**src/design/jadm_pkg.sv**
```systemverilog
// Shared constants and types for the joystick axis median and deadzone mapper.
package jadm_pkg;

  localparam int AXIS_W         = 2;
  localparam int SAMPLE_W       = 12;
  localparam int EDGE_W         = 14;
  localparam int STICK_W        = 10;
  localparam int REG_AXES       = 4;
  localparam int CFG_IDX_W      = 3;
  localparam int NUM_AXES_DEF   = 4;
  localparam int FULL_SCALE_DEF = 500;
  localparam int ADC_MAX        = 4095;
  localparam int DEAD_LOW_RST   = 1800;
  localparam int DEAD_HIGH_RST  = 2200;
  localparam int STICK_MAX      = 511;
  localparam int STICK_MIN      = -512;

  typedef enum logic [2:0] {
    ST_IDLE,
    ST_MED,
    ST_PREP,
    ST_DIV,
    ST_DONE
  } state_e;

  typedef struct packed {
    logic busy;
    logic done;
  } div_stat_t;

endpackage

```
**src/design/jadm_hist.sv**
```systemverilog
// Per-axis three-sample history with median-of-three select.
module jadm_hist #(
  parameter int NUM_AXES = jadm_pkg::NUM_AXES_DEF
) (
  input  logic                          clk_i,
  input  logic                          rst_ni,
  input  logic                          wr_en_i,
  input  logic [jadm_pkg::AXIS_W-1:0]   axis_i,
  input  logic [jadm_pkg::SAMPLE_W-1:0] sample_i,
  output logic [jadm_pkg::SAMPLE_W-1:0] median_o
);

  logic [jadm_pkg::SAMPLE_W-1:0] hist_q [NUM_AXES][3];
  logic [jadm_pkg::SAMPLE_W-1:0] mid, newest;
  logic [jadm_pkg::SAMPLE_W-1:0] lo_ab, hi_ab, lo_hc;

  // mid and newest of the selected row become the two oldest after the shift
  always_comb begin
    mid    = '0;
    newest = '0;
    for (int a = 0; a < NUM_AXES; a++) begin
      if (int'(axis_i) == a) begin
        mid    = hist_q[a][1];
        newest = hist_q[a][2];
      end
    end
  end

  // median = max(min(a,b), min(max(a,b),c))
  always_comb begin
    lo_ab    = (mid < newest) ? mid : newest;
    hi_ab    = (mid > newest) ? mid : newest;
    lo_hc    = (hi_ab < sample_i) ? hi_ab : sample_i;
    median_o = (lo_ab > lo_hc) ? lo_ab : lo_hc;
  end

  always_ff @(posedge clk_i or negedge rst_ni) begin
    if (!rst_ni) begin
      for (int a = 0; a < NUM_AXES; a++) begin
        for (int k = 0; k < 3; k++) begin
          hist_q[a][k] <= '0;
        end
      end
    end else if (wr_en_i) begin
      for (int a = 0; a < NUM_AXES; a++) begin
        if (int'(axis_i) == a) begin
          hist_q[a][0] <= hist_q[a][1];
          hist_q[a][1] <= hist_q[a][2];
          hist_q[a][2] <= sample_i;
        end
      end
    end
  end

endmodule

```
**src/design/jadm_div.sv**
```systemverilog
// Iterative shift-subtract divider, one quotient bit per cycle.
module jadm_div #(
  parameter int FULL_SCALE_OUT = jadm_pkg::FULL_SCALE_DEF
) (
  input  logic                                        clk_i,
  input  logic                                        rst_ni,
  input  logic                                        start_i,
  input  logic [jadm_pkg::EDGE_W+$clog2(FULL_SCALE_OUT+1)-1:0] num_i,
  input  logic [jadm_pkg::EDGE_W-1:0]                 den_i,
  output jadm_pkg::div_stat_t                         stat_o,
  output logic [$clog2(FULL_SCALE_OUT+1)-1:0]         quo_o
);

  localparam int QW = $clog2(FULL_SCALE_OUT + 1);
  localparam int NW = jadm_pkg::EDGE_W + QW;
  localparam int CW = (QW > 1) ? $clog2(QW) : 1;

  logic [NW-1:0] rem_q, rem_d, dsh_q, dsh_d;
  logic [QW-1:0] quo_q, quo_d;
  logic [CW-1:0] cnt_q, cnt_d;
  logic          busy_q, busy_d, done_q, done_d;
  logic          ge;

  // quotient never exceeds FULL_SCALE_OUT, so QW trial subtractions suffice
  always_comb begin
    ge     = (rem_q >= dsh_q);
    rem_d  = rem_q;
    dsh_d  = dsh_q;
    quo_d  = quo_q;
    cnt_d  = cnt_q;
    busy_d = busy_q;
    done_d = 1'b0;
    if (start_i) begin
      rem_d  = num_i;
      dsh_d  = NW'(den_i) << (QW - 1);
      quo_d  = '0;
      cnt_d  = CW'(QW - 1);
      busy_d = 1'b1;
    end else if (busy_q) begin
      rem_d = ge ? (rem_q - dsh_q) : rem_q;
      dsh_d = dsh_q >> 1;
      quo_d = (quo_q << 1) | QW'(ge);
      if (cnt_q == '0) begin
        busy_d = 1'b0;
        done_d = 1'b1;
      end else begin
        cnt_d = cnt_q - 1'b1;
      end
    end
  end

  always_ff @(posedge clk_i or negedge rst_ni) begin
    if (!rst_ni) begin
      busy_q <= 1'b0;
      done_q <= 1'b0;
      cnt_q  <= '0;
    end else begin
      busy_q <= busy_d;
      done_q <= done_d;
      cnt_q  <= cnt_d;
    end
  end

  always_ff @(posedge clk_i) begin
    rem_q <= rem_d;
    dsh_q <= dsh_d;
    quo_q <= quo_d;
  end

  assign stat_o.busy = busy_q;
  assign stat_o.done = done_q;
  assign quo_o       = quo_q;

endmodule

```
**src/design/joystick_axis_median_deadzone_map.sv**
```systemverilog
// Top level: joystick axis median filter with per-axis deadzone map.
//
// - Input channel (in_valid_i / in_stall_o): one transaction carries an axis
//   index and a 12-bit sample. in_stall_o is low only in the idle state; only
//   one item is in the core at a time.
// - Output channel (out_valid_o / out_stall_i): one transaction per input with
//   the echoed axis, the median of the axis's last three samples and the
//   signed deadzone-mapped stick value.
// - Config port: cfg_we_i writes cfg_data_i into deadzone edge cfg_idx_i
//   (even index = low edge, odd = high edge, axis = index / 2).
// - Timing: an item passes the median stage, set-up (compare and multiply)
//   and the shared shift-subtract divider, then loads the output register;
//   the core returns to idle to take the next item. Items inside the
//   deadzone, and absent axes, skip the divider.
// - While a result waits in the output register under out_stall_i, one more
//   item can be taken; the core then holds its result and in_stall_o stays
//   high until the output register is free.
// - Reset clears history to zero and sets edges to 1800 / 2200.
module joystick_axis_median_deadzone_map #(
  parameter int NUM_AXES       = jadm_pkg::NUM_AXES_DEF,
  parameter int FULL_SCALE_OUT = jadm_pkg::FULL_SCALE_DEF
) (
  input  logic                                 clk_i,
  input  logic                                 rst_ni,
  // input channel
  input  logic                                 in_valid_i,
  output logic                                 in_stall_o,
  input  logic [jadm_pkg::AXIS_W-1:0]          axis_i,
  input  logic [jadm_pkg::SAMPLE_W-1:0]        sample_i,
  // output channel
  output logic                                 out_valid_o,
  input  logic                                 out_stall_i,
  output logic [jadm_pkg::AXIS_W-1:0]          axis_out_o,
  output logic [jadm_pkg::SAMPLE_W-1:0]        filtered_o,
  output logic signed [jadm_pkg::STICK_W-1:0]  stick_value_o,
  // config write port
  input  logic                                 cfg_we_i,
  input  logic [jadm_pkg::CFG_IDX_W-1:0]       cfg_idx_i,
  input  logic [jadm_pkg::EDGE_W-1:0]          cfg_data_i
);

  localparam int QW = $clog2(FULL_SCALE_OUT + 1);  // quotient width
  localparam int NW = jadm_pkg::EDGE_W + QW;       // dividend width
  localparam int XW = jadm_pkg::EDGE_W + 1;        // edge compare width

  jadm_pkg::state_e state_q, state_d;

  // accepted transaction
  logic [jadm_pkg::AXIS_W-1:0]   ax_q;
  logic [jadm_pkg::SAMPLE_W-1:0] smp_q;
  logic                          ax_ok;

  // deadzone edges
  logic signed [jadm_pkg::EDGE_W-1:0] dead_low_q  [jadm_pkg::REG_AXES];
  logic signed [jadm_pkg::EDGE_W-1:0] dead_high_q [jadm_pkg::REG_AXES];

  // datapath
  logic [jadm_pkg::SAMPLE_W-1:0]        median, med_q;
  logic                                 lower_q;
  logic signed [jadm_pkg::STICK_W-1:0]  res_q, res_d;
  logic signed [XW-1:0]                 m_x, lo_x, hi_x, diff_x, span_x;
  logic                                 below, above;
  logic [jadm_pkg::EDGE_W-1:0]          factor, den;
  logic [NW-1:0]                        num;
  logic [QW-1:0]                        quo;
  int                                   rv;

  // control
  logic                  hist_wr, div_start, core_done, out_load;
  jadm_pkg::div_stat_t   div_stat;

  // output register
  logic                                 out_valid_q;
  logic [jadm_pkg::AXIS_W-1:0]          axis_out_q;
  logic [jadm_pkg::SAMPLE_W-1:0]        filt_q;
  logic signed [jadm_pkg::STICK_W-1:0]  stick_q;

  assign ax_ok = int'(ax_q) < NUM_AXES;

  jadm_hist #(
    .NUM_AXES (NUM_AXES)
  ) u_hist (
    .clk_i    (clk_i),
    .rst_ni   (rst_ni),
    .wr_en_i  (hist_wr),
    .axis_i   (ax_q),
    .sample_i (smp_q),
    .median_o (median)
  );

  // edge compares and divider operands, evaluated in set-up
  always_comb begin
    m_x    = signed'(XW'(med_q));
    lo_x   = XW'(dead_low_q[ax_q]);
    hi_x   = XW'(dead_high_q[ax_q]);
    below  = (m_x < lo_x);
    above  = (m_x > hi_x);
    diff_x = m_x - hi_x;
    span_x = XW'(jadm_pkg::ADC_MAX) - hi_x;
    // below low: m*F/low, low >= 1 here; above high: (m-high)*F/(4095-high)
    factor = below ? jadm_pkg::EDGE_W'(med_q) : diff_x[jadm_pkg::EDGE_W-1:0];
    den    = below ? lo_x[jadm_pkg::EDGE_W-1:0] : span_x[jadm_pkg::EDGE_W-1:0];
    num    = NW'(factor) * NW'(FULL_SCALE_OUT);
  end

  jadm_div #(
    .FULL_SCALE_OUT (FULL_SCALE_OUT)
  ) u_div (
    .clk_i   (clk_i),
    .rst_ni  (rst_ni),
    .start_i (div_start),
    .num_i   (num),
    .den_i   (den),
    .stat_o  (div_stat),
    .quo_o   (quo)
  );

  // final offset and clamp to the 10-bit output
  always_comb begin
    rv = lower_q ? (int'(quo) - FULL_SCALE_OUT) : int'(quo);
    if (rv > jadm_pkg::STICK_MAX) begin
      rv = jadm_pkg::STICK_MAX;
    end
    if (rv < jadm_pkg::STICK_MIN) begin
      rv = jadm_pkg::STICK_MIN;
    end
    res_d = jadm_pkg::STICK_W'(rv);
  end

  // sequencer: next state
  always_comb begin
    state_d = state_q;
    unique case (state_q)
      jadm_pkg::ST_IDLE: if (in_valid_i) state_d = jadm_pkg::ST_MED;
      jadm_pkg::ST_MED:  state_d = jadm_pkg::ST_PREP;
      jadm_pkg::ST_PREP: begin
        if (ax_ok && (below || above)) begin
          state_d = jadm_pkg::ST_DIV;
        end else begin
          state_d = jadm_pkg::ST_DONE;
        end
      end
      jadm_pkg::ST_DIV:  if (div_stat.done) state_d = jadm_pkg::ST_DONE;
      jadm_pkg::ST_DONE: if (out_load) state_d = jadm_pkg::ST_IDLE;
      default:           state_d = jadm_pkg::ST_IDLE;
    endcase
  end

  // sequencer: outputs
  always_comb begin
    in_stall_o = 1'b1;
    hist_wr    = 1'b0;
    div_start  = 1'b0;
    core_done  = 1'b0;
    unique case (state_q)
      jadm_pkg::ST_IDLE: in_stall_o = 1'b0;
      jadm_pkg::ST_MED:  hist_wr    = ax_ok;
      jadm_pkg::ST_PREP: div_start  = ax_ok && (below || above);
      jadm_pkg::ST_DIV:  ;
      jadm_pkg::ST_DONE: core_done  = 1'b1;
      default:           ;
    endcase
  end

  assign out_load = core_done && (!out_valid_q || !out_stall_i);

  always_ff @(posedge clk_i or negedge rst_ni) begin
    if (!rst_ni) begin
      state_q     <= jadm_pkg::ST_IDLE;
      out_valid_q <= 1'b0;
      for (int a = 0; a < jadm_pkg::REG_AXES; a++) begin
        dead_low_q[a]  <= jadm_pkg::EDGE_W'(jadm_pkg::DEAD_LOW_RST);
        dead_high_q[a] <= jadm_pkg::EDGE_W'(jadm_pkg::DEAD_HIGH_RST);
      end
    end else begin
      state_q <= state_d;
      if (out_load) begin
        out_valid_q <= 1'b1;
      end else if (!out_stall_i) begin
        out_valid_q <= 1'b0;
      end
      if (cfg_we_i) begin
        if (cfg_idx_i[0]) begin
          dead_high_q[cfg_idx_i[jadm_pkg::CFG_IDX_W-1:1]] <= cfg_data_i;
        end else begin
          dead_low_q[cfg_idx_i[jadm_pkg::CFG_IDX_W-1:1]] <= cfg_data_i;
        end
      end
    end
  end

  // payload registers
  always_ff @(posedge clk_i) begin
    if (state_q == jadm_pkg::ST_IDLE && in_valid_i) begin
      ax_q  <= axis_i;
      smp_q <= sample_i;
    end
    if (state_q == jadm_pkg::ST_MED) begin
      med_q <= ax_ok ? median : '0;
    end
    if (state_q == jadm_pkg::ST_PREP) begin
      lower_q <= below;
      res_q   <= '0;
    end
    if (state_q == jadm_pkg::ST_DIV && div_stat.done) begin
      res_q <= res_d;
    end
    if (out_load) begin
      axis_out_q <= ax_q;
      filt_q     <= med_q;
      stick_q    <= res_q;
    end
  end

  assign out_valid_o   = out_valid_q;
  assign axis_out_o    = axis_out_q;
  assign filtered_o    = filt_q;
  assign stick_value_o = stick_q;

`ifndef NO_ASSERTIONS
  a_take_starts_work: assert property (@(posedge clk_i) disable iff (!rst_ni)
    in_valid_i && !in_stall_o |=> state_q == jadm_pkg::ST_MED)
    else $error("accepted transaction did not start the median stage");

  a_div_busy_in_div: assert property (@(posedge clk_i) disable iff (!rst_ni)
    div_stat.busy || div_stat.done |-> state_q == jadm_pkg::ST_DIV)
    else $error("divider active outside the divide state");

  a_stick_in_range: assert property (@(posedge clk_i) disable iff (!rst_ni)
    out_valid_o |-> (int'(stick_value_o) <= FULL_SCALE_OUT) &&
                    (int'(stick_value_o) >= -FULL_SCALE_OUT))
    else $error("stick value beyond full scale");
`endif

endmodule
```
**config.mk**
```make
export PLATFORM = sky130hd
export DESIGN_NAME = joystick_axis_median_deadzone_map
export DESIGN_NICKNAME = d
export VERILOG_FILES = /design/src/design/jadm_pkg.sv /design/src/design/jadm_hist.sv /design/src/design/jadm_div.sv /design/src/design/joystick_axis_median_deadzone_map.sv
export SDC_FILE = /design/constraint.sdc
export NUM_CORES = 1
export LEC_CHECK = 0
export BUFFER_PORTS_ARGS = -buffer_cell sky130_fd_sc_hd__buf_2
export CORE_ASPECT_RATIO = 1.4
export CORE_MARGIN = 10
export CORE_UTILIZATION = 42
export CTS_CLUSTER_SIZE = 28
export DETAILED_ROUTE_END_ITERATION = 10
export GPL_ROUTABILITY_DRIVEN = 0
export GPL_TIMING_DRIVEN = 0
export SYNTH_ARGS = -nofsm -noshare
export SYNTH_HDL_FRONTEND = slang
export SYNTH_HIERARCHICAL = 1
export SYNTH_SLANG_ARGS = --single-unit
```
**constraint.sdc**
```tcl
create_clock -name clk_i -period 8.8 [get_ports clk_i]
set_clock_uncertainty 0.15 [all_clocks]
set_input_delay 1.76 -clock clk_i [delete_from_list [all_inputs] [get_ports clk_i]]
set_output_delay 1.76 -clock clk_i [all_outputs]
set_load 0.01 [all_outputs]
```
# --- Yosys cells after proc, flatten, opt, wreduce, memory -nomap -nowiden ---
# Cells that the tools add are included.
totals:
  register_bits: 333
  output_inout_bits: 26
  inputBits: 36
classes:
  n_eq_ne: 12
  reduce_logical: 24
  addsub: 5
  order_cmp: 12
  n_mul: 1
  n_mux: 54
  bitwise_logic: 4
op_table:
  columns: ["operator", "n"]
  rows:
  - ["$mux W12", 12]
  - ["$bwmux W56", 2]
  - ["$mux W14", 7]
  - ["$mux W23", 3]
  - ["$mux W32", 2]
  - ["$bmux W14 S2", 2]
  - ["$mux W22", 2]
  - ["$gt A32 B10 Y1 const B", 1]
  - ["$lt A32 B10 Y1 const B", 1]
  - ["$mux W10", 3]
  - ["$demux W14 S2", 1]
  - ["$gt A12 B12 Y1", 2]
  - ["$lt A12 B12 Y1", 2]
  - ["$ge A23 B22 Y1", 1]
  - ["$sub A23 B22 Y23", 1]
  - ["$mul A14 B7 Y21 const B", 1]
  - ["$reduce_and A2 Y1", 9]
  - ["$pmux W3 S5", 1]
  - ["$gt A13 B14 Y1", 1]
  - ["$lt A13 B14 Y1", 1]
  - ["$sub A13 B14 Y14", 1]
  - ["$sub A13 B14 Y14 const A", 1]
  - ["$mux W1", 12]
  - ["$mux W3", 4]
  - ["23 further kinds", 39]

# --- Logic depth before layout (Yosys ltp) ---
# Gate-level depths: netlist of run 1.
depth:
  word_depth: 11
  mapped_depth: 32
  ltp_nobuf: 28

# --- Modules after synthesis ---
# Netlist of run 1, hierarchy kept.
modules_own_cells:
  columns: ["module", "area_per_inst_um2", "n_inst", "cells_each"]
  rows:
  - ["joystick_axis_median_deadzone_map", 10940.5, 1, 894]
  - ["jadm_hist", 5650.4, 1, 504]
  - ["jadm_div", 3747.3, 1, 407]

# --- Least setup slack after synthesis of run 1 ---
# No wires, ideal clock.
synth_path:
  path_type: "register to register"
  startpoint: "reg ax_q[0] (netlist bit)"
  endpoint: "reg u_div.rem_q[22], data pin"
  setup_slack_ns: 1.224
  setup_time_ns: 0.260
  path_buffers: 2
  t_required_ns: 8.390
  stages_incl_launch_ff: 27
  synth_period_minus_slack_ns: 7.576
  t_arrival_ns: 7.166
  path_cell_list: "edfxtp_1 > clkbuf_1 > buf_1 > mux4_2 > inv_1 > ha_1 > a21oi_1 > o21ai_0 > o21a_1 > o311ai_0 > nand2_1 > and2_1 > fa_1 > inv_1 > fa_1 > inv_1 > fa_1 > inv_1 > ha_1 > ha_1 > and3_1 > and3_1 > a22o_1 > a311o_1 > a21oi_1 > xnor2_1 > mux2_2"
synth_between:
  elab_chain_len: 8
  word_cells_on_any_way: 15
synth_lines:
  columns: ["item", "line_no", "text"]
  rows:
  - ["from (decl)", "joystick_axis_median_deadzone_map.sv:49", "logic [jadm_pkg::AXIS_W-1:0] ax_q;"]
  - ["from (signal assigned)", "joystick_axis_median_deadzone_map.sv:195", "ax_q <= axis_i;"]
  - ["$not A2 Y3 (implied by the code) *", "joystick_axis_median_deadzone_map.sv:94, joystick_axis_median_deadzone_map.sv:95", null]
  - ["$bmux W14 S2, on equally long branches", "joystick_axis_median_deadzone_map.sv:95, joystick_axis_median_deadzone_map.sv:94", null]
  - ["$mux W14, on equally long branches (2 in a row)", "joystick_axis_median_deadzone_map.sv:95, joystick_axis_median_deadzone_map.sv:94", null]
  - ["$sub A13 B14 Y14 / $lt A13 B14 Y1 (equally long branches)", "joystick_axis_median_deadzone_map.sv:98, joystick_axis_median_deadzone_map.sv:96", null]
  - ["$mux W14 *", "joystick_axis_median_deadzone_map.sv:101", "factor = below ? jadm_pkg::EDGE_W'(med_q) : diff_x[jadm_pkg::EDGE_W-1:0];"]
  - ["$mul A14 B7 Y21 *", "joystick_axis_median_deadzone_map.sv:103", "num = NW'(factor) * NW'(FULL_SCALE_OUT);"]
  - ["net num[22]", "joystick_axis_median_deadzone_map.sv:64", "logic [NW-1:0] num;"]
  - ["$mux W23 *", "jadm_div.sv:33", "if (start_i) begin"]
  - ["net u_div.rem_d[22]", "jadm_div.sv:18", "logic [NW-1:0] rem_q, rem_d, dsh_q, dsh_d;"]
  - ["to (signal assigned)", "jadm_div.sv:65", "rem_q <= rem_d;"]
  - ["to (decl)", "jadm_div.sv:18", null]
# The timed path passes the listed nets; every way through them passes the cells marked *. The select of a mux whose other input is x is not followed.
# A chain may end at the register's enable or synchronous reset.

# --- Worst setup path after layout of run 1 ---
# Same ends and word-level chain as after synthesis.

==> results.md, run 1 <==
* Final WS setup at 301.4 ps
* Final HPWL DP at 40620 µm
* Crit-path slowest cell: o21ai_0
* CP most frequent cell: inv_1
* Final ANT Viol Nets at 0
* Via density at 5.609
* Drt pass-1 iters at 6
* Antenna violations before repair at 0
* Final Critical Period at 8499 ps
* Tot GR Track Use at 0.1833
* DRC violations left at 0
* Clock slew at reported path FFs at 60 ps
* Antenna fix cells at 0
* Die Y-Extent at 280.3 µm
* Bufs on Longest Clock Path at 3
* Max stage delay on crit path at 630 ps
* Crit path required time at 8930 ps
* Max_slew headroom at 0.2902
* Port Buffer Count at 61
* Critical path class: reg2reg
* Largest net degree at the start of global routing at 113
* Arr. time, crit path at 8630 ps
* FP Rows at 95
* CTS Hold Bufs at 0
* Overflow after GRT at 0
* Max Cap Viol at 0
* CTS Sinks at 333
* Cts bufs inserted at 36
* Vias in the first global route at 15080
* Post-Place Setup Slack at -1055 ps
* Critical Path Start Type: flip-flop
* Peak Freq at 0.1177 GHz
* Routed len/inst at 20.63 µm
* Die Area at 57730 µm²
* Fillcell total at 4411
* CP max FO at 10
* H-Tree Depth at 2
* Final worst-path cycle share at 0.9657
* WHS at 268.9 ps
* Setup-failing EPs final at 0
* Initial DRC Count at 879
* CTS root buffer: clkbuf_16
* # IOs at 62
* Clock latency on the worst-skew pair at 550 ps
* Post-Syn Area per Cell at 11.27 µm²
* Core box area at 47900 µm²
* Nets at 2123
* CTS tree: built
* Layout cells sized above 1 at 0.2293
* CP endpoint kind: flip-flop
* Yosys Warn Count at 6
* Final Hold Viols at 0
* Slew Limit Fails at 0
* Mapped Cells at 1804
* Vias at 14390
* Area delta synth->final at 11.80%
* Post-route cell area at 22730 µm²
* Status: finished, final reports clean
* Final wirelength at 52950 µm
* Min-Delay Path Class: reg2reg
* Post-synthesis cell area at 20330 µm²
* Measured slew at the worst slew-check pin at 1065 ps
* DIE WIDTH at 205.9 µm
* Starting Density at 0.4244
* First-pass GRT wire length at 83410 µm
* Placed cell area at 21550 µm²
## per-stage QoR
| step | setup TNS [ps] | std cells | util |
|---|---|---|---|
| floorplan | 0 | 1805 | - |
| global placement | -5222 | 2496 | 0.4473 |
| detailed placement | -6209 | 2500 | 0.4499 |
| CTS | 0 | 2564 | 0.4737 |
| global route | -66.63 | 2566 | 0.4745 |
| finish | 0 | 2566 | 0.4745 |
## repair_timing
action,in CTS,in global routing
buffers inserted,0,2
endpoints found under the setup margin,19,17
resized for setup,10,11
## final timing paths
check,from,slack [ps],depth (start not counted),endpoint
worst max-delay path,ax_q[0],300,29,u_div/rem_q[22]
worst min-delay path,res_q[9],270,0,stick_value_o[9]
worst max register to register,ax_q[0],300,29,u_div/rem_q[22]
worst min register to register,res_q[9],270,0,stick_value_o[9]
max in group asynchronous,rst_ni,6370,2,u_hist/hist_q[131]
min in group asynchronous,rst_ni,1100,1,dead_low_q[43]
## area by class of cell
type / instances / area (µm²) / share of cell area
buffer: 73 / 334.1 / 0.01470
clock buffer: 57 / 1061 / 0.04668
clock inverter: 7 / 56.30 / 0.002477
inverter: 172 / 645.6 / 0.02840
multi-input combinational: 1227 / 10640 / 0.4682
sequential: 333 / 8778 / 0.3862
tap: 630 / 788.3 / 0.03468
timing repair buffer: 67 / 424.2 / 0.01866
## layer usage
layer / global-route usage / vias to the layer above / wire length [µm]
li1: - / 6687 / -
met1: 0.2104 / 7193 / 20600
met2: 0.3296 / 392 / 27520
met3: 0.02692 / 121 / 2445
met4: 0.07988 / 0 / 2382
met5: 0 / - / 0
## flip-flops by register name, summed over array words and instances, names as in the netlist, 12 cells and up
register / count
u_hist/hist_q: 96
med_q: 12
u_div/rem_q: 23
dead_low_q: 56
filtered_o: 12
u_div/dsh_q: 22
smp_q: 12
dead_high_q: 56
## worst max-delay path, delay by kind of cell (launching register included)
kind            cells  cell delay (ps)
compound gates      9             2600
fa+ha+maj           6             2190
buf+inv             9             1530
mux                 2              870
flops               1              470
simple gates        2              290
xor+xnor            1              140
## cell usage in the layout, fill, tap and decap left out, drive strengths merged, types with 9 or more instances in the layout
cell    count
a32oi      12
dfxtp      17
o21a       14
clkbuf    106
o31ai      25
nor2       89
buf        90
dfrtp     186
nor2b       9
nand3      22
a21o       22
mux4       49
edfxtp     98
mux2      194
nand4      19
ha        132
mux2i      34
dfstp      32
fa         45
xor2       24
nand2     141
a211oi     13
inv       173
and3       14
a21oi     106
xnor2      30
o21ai      99
nor3       21
Power of run 1 is not shown: default switching activity piles up to over one toggle a cycle in this logic, so the estimate is an artifact.
==> run 2: changes to the inputs <==
--- a/config.mk
+++ b/config.mk
@@ -8,11 +8,12 @@
 export BUFFER_PORTS_ARGS = -buffer_cell sky130_fd_sc_hd__buf_2
 export CORE_ASPECT_RATIO = 1.4
 export CORE_MARGIN = 10
-export CORE_UTILIZATION = 42
+export CORE_UTILIZATION = 55
 export CTS_CLUSTER_SIZE = 28
 export DETAILED_ROUTE_END_ITERATION = 10
 export GPL_ROUTABILITY_DRIVEN = 0
 export GPL_TIMING_DRIVEN = 0
+export PLACE_DENSITY = 0.72
 export SYNTH_ARGS = -nofsm -noshare
 export SYNTH_HDL_FRONTEND = slang
 export SYNTH_HIERARCHICAL = 1
==> run 2 against run 1 <==
  * Cell count fell by 6.4%
  * Count of clock-buffer cells in the layout fell by 8
  * Critical endpoint is now med_q[10]
  * Flip-flop and latch count did not move
  * Design area fell by 1.1%
  * Register-to-register slack improved by 20 ps
  * Non-clock buffer count rose by 1
  * Critical path depth fell by 1
  * Sequential share of layout area rose by 0.44 points
  * Routed wire length fell by 4.3%
  * Setup slack improved by 20 ps
==> results.md, run 2 (synthesis results as in run 1) <==
* Clock latency on the worst-skew pair at 540 ps (was 550 ps)
* Max reg flops at 96 (unchanged)
* Final HPWL DP at 38440 µm (was 40620 µm)
* Status: finished, final reports clean (unchanged)
* Worst Hold Path Cells at 0 (unchanged)
* Critical Path Start Type: flip-flop (unchanged)
* Antenna violations before repair at 0 (unchanged)
* Max Cap Viol at 0 (unchanged)
* Crit path required time at 8900 ps (was 8930 ps)
* Util after Layout at 0.6147 (was 0.4745)
* Port Buffer Count at 61 (unchanged)
* # IOs at 62 (unchanged)
* First-pass GRT wire length at 80610 µm (was 83410 µm)
* FF-to-FF setup slack at 320 ps (was 300 ps)
* Arr. time, crit path at 8580 ps (was 8630 ps)
* Vias at 14580 (was 14390)
* DIE WIDTH at 182.5 µm (was 205.9 µm)
* CTS Hold Bufs at 0 (unchanged)
* Slew Limit Fails at 0 (unchanged)
* Post-Place Setup Slack at -644.6 ps (was -1055 ps)
* Core box area at 36560 µm² (was 47900 µm²)
* Crit-path slowest cell: edfxtp_1 (was o21ai_0)
* Final worst-path cycle share at 0.9634 (was 0.9657)
* Layout cells sized above 1 at 0.2289 (was 0.2293)
* Clock slew at reported path FFs at 60 ps (about the same)
* Final Critical Period at 8478 ps (was 8499 ps)
* Largest net degree at the start of global routing at 129 (was 113)
* Min-Delay Path Class: reg2reg (unchanged)
* H-Tree Depth at 2 (unchanged)
* CTS root buffer: clkbuf_16 (unchanged)
* Overflow after GRT at 0 (unchanged)
* Final WS setup at 321.6 ps (was 301.4 ps)
* Critical path class: reg2reg (unchanged)
* Die Y-Extent at 247.5 µm (was 280.3 µm)
* Nets at 2122 (was 2123)
* Bufs on Longest Clock Path at 3 (unchanged)
* Regs by FF count: u_hist/hist_q (96), dead_high_q (56), dead_low_q (56) (unchanged)
* Die Area at 45160 µm² (was 57730 µm²)
* CP Buf/Inv Count at 6 (was 9)
* Starting Density at 0.5562 (was 0.4244)
* Antenna fix cells at 0 (unchanged)
* CTS Sinks at 333 (unchanged)
* Final Hold Viols at 0 (unchanged)
* Initial DRC Count at 1267 (was 879)
* Final wirelength at 50660 µm (was 52950 µm)
* Crit path depth at 28 (was 29)
* Peak Freq at 0.1179 GHz (was 0.1177 GHz)
* Area delta synth->final at 10.53% (was 11.80%)
* CP max FO at 10 (unchanged)
* R2r worst-path depth at 28 (was 29)
* Final ANT Viol Nets at 0 (unchanged)
* Most frequent cells in the layout: mux2_2 (194), dfrtp_1 (186), inv_1 (167) (unchanged)
* Cts bufs inserted at 34 (was 36)
* FP Rows at 83 (was 95)
* Drt pass-1 iters at 6 (unchanged)
* Routed len/inst at 21.09 µm (was 20.63 µm)
* CP endpoint kind: flip-flop (unchanged)
* Tot GR Track Use at 0.2223 (was 0.1833)
* DRC violations left at 0 (unchanged)
* Vias in the first global route at 15320 (was 15080)
* Via density at 6.068 (was 5.609)
* Commonest non-fill, non-tap cell in the layout: mux2_2 (unchanged)
* CTS tree: built (unchanged)
* WHS at 270.2 ps (was 268.9 ps)
* Max_slew headroom at 0.3253 (was 0.2902)
* Max stage delay on crit path at 560 ps (was 630 ps)
* Measured slew at the worst slew-check pin at 1010 ps (was 1065 ps)
* Delay-heaviest family, CP: compound AO/OA/AOI/OAI gates (unchanged)
* Largest Register: u_hist/hist_q (unchanged)
* Setup-failing EPs final at 0 (unchanged)
[run 2: timing repair]
item                                   CTS  global route
buffers inserted                         0             4
endpoints found under the hold margin    0             0
setup endpoints to repair               14            18
gates resized for setup                  8            10
cloned                                   0             0
[run 2: worst paths after layout]
check,from,to
hold reg to reg,res_q[1],stick_value_o[1]
max in group asynchronous,rst_ni,u_hist/hist_q[48]
setup / recovery,ax_q[1],med_q[10]
min in group asynchronous,rst_ni,dead_low_q[28]
hold / removal,res_q[1],stick_value_o[1]
setup reg to reg,ax_q[1],med_q[10]
[run 2: cell type report]
cell class              count  area [µm²]
clock inverters            13       122.6
flip-flops and latches    333        8778
plain buffers              73       326.6
well taps                 467       584.3
fillers                  2923       14080
repair buffers             68       411.6
clock buffers              49       969.7
inverters                 172       645.6
multi-input cells        1227       10630
[run 2: per-layer routing]
| metal | wire, µm | up-vias | GRT usage |
|---|---|---|---|
| met5 | 0 | - | 0 |
| met4 | 2372 | 0 | 0.1091 |
| met3 | 2799 | 147 | 0.03366 |
| met2 | 26190 | 509 | 0.4003 |
| met1 | 19300 | 7224 | 0.2524 |
| li1 | - | 6696 | - |
[run 2: worst register-to-register path, delay by kind of cell (launching register included)]
kind                       cells  cell delay [ps]
AOI/OAI and AO/OA             10             2700
adders and majority gates      3             1010
buffers and inverters          6             2030
DFF                            1              560
muxes                          2              580
and+or+nand+nor                7             1180
[run 2: stage by stage]
step	area, µm²	TNS (ps)	cells
floorplan	20330	0	1805
global placement	21220	-1183	2333
detailed placement	21320	-1991	2336
CTS	22430	0	2398
global route	22470	-98.86	2402
finish	22470	0	2402
Power of run 2 is left out for the same reason.
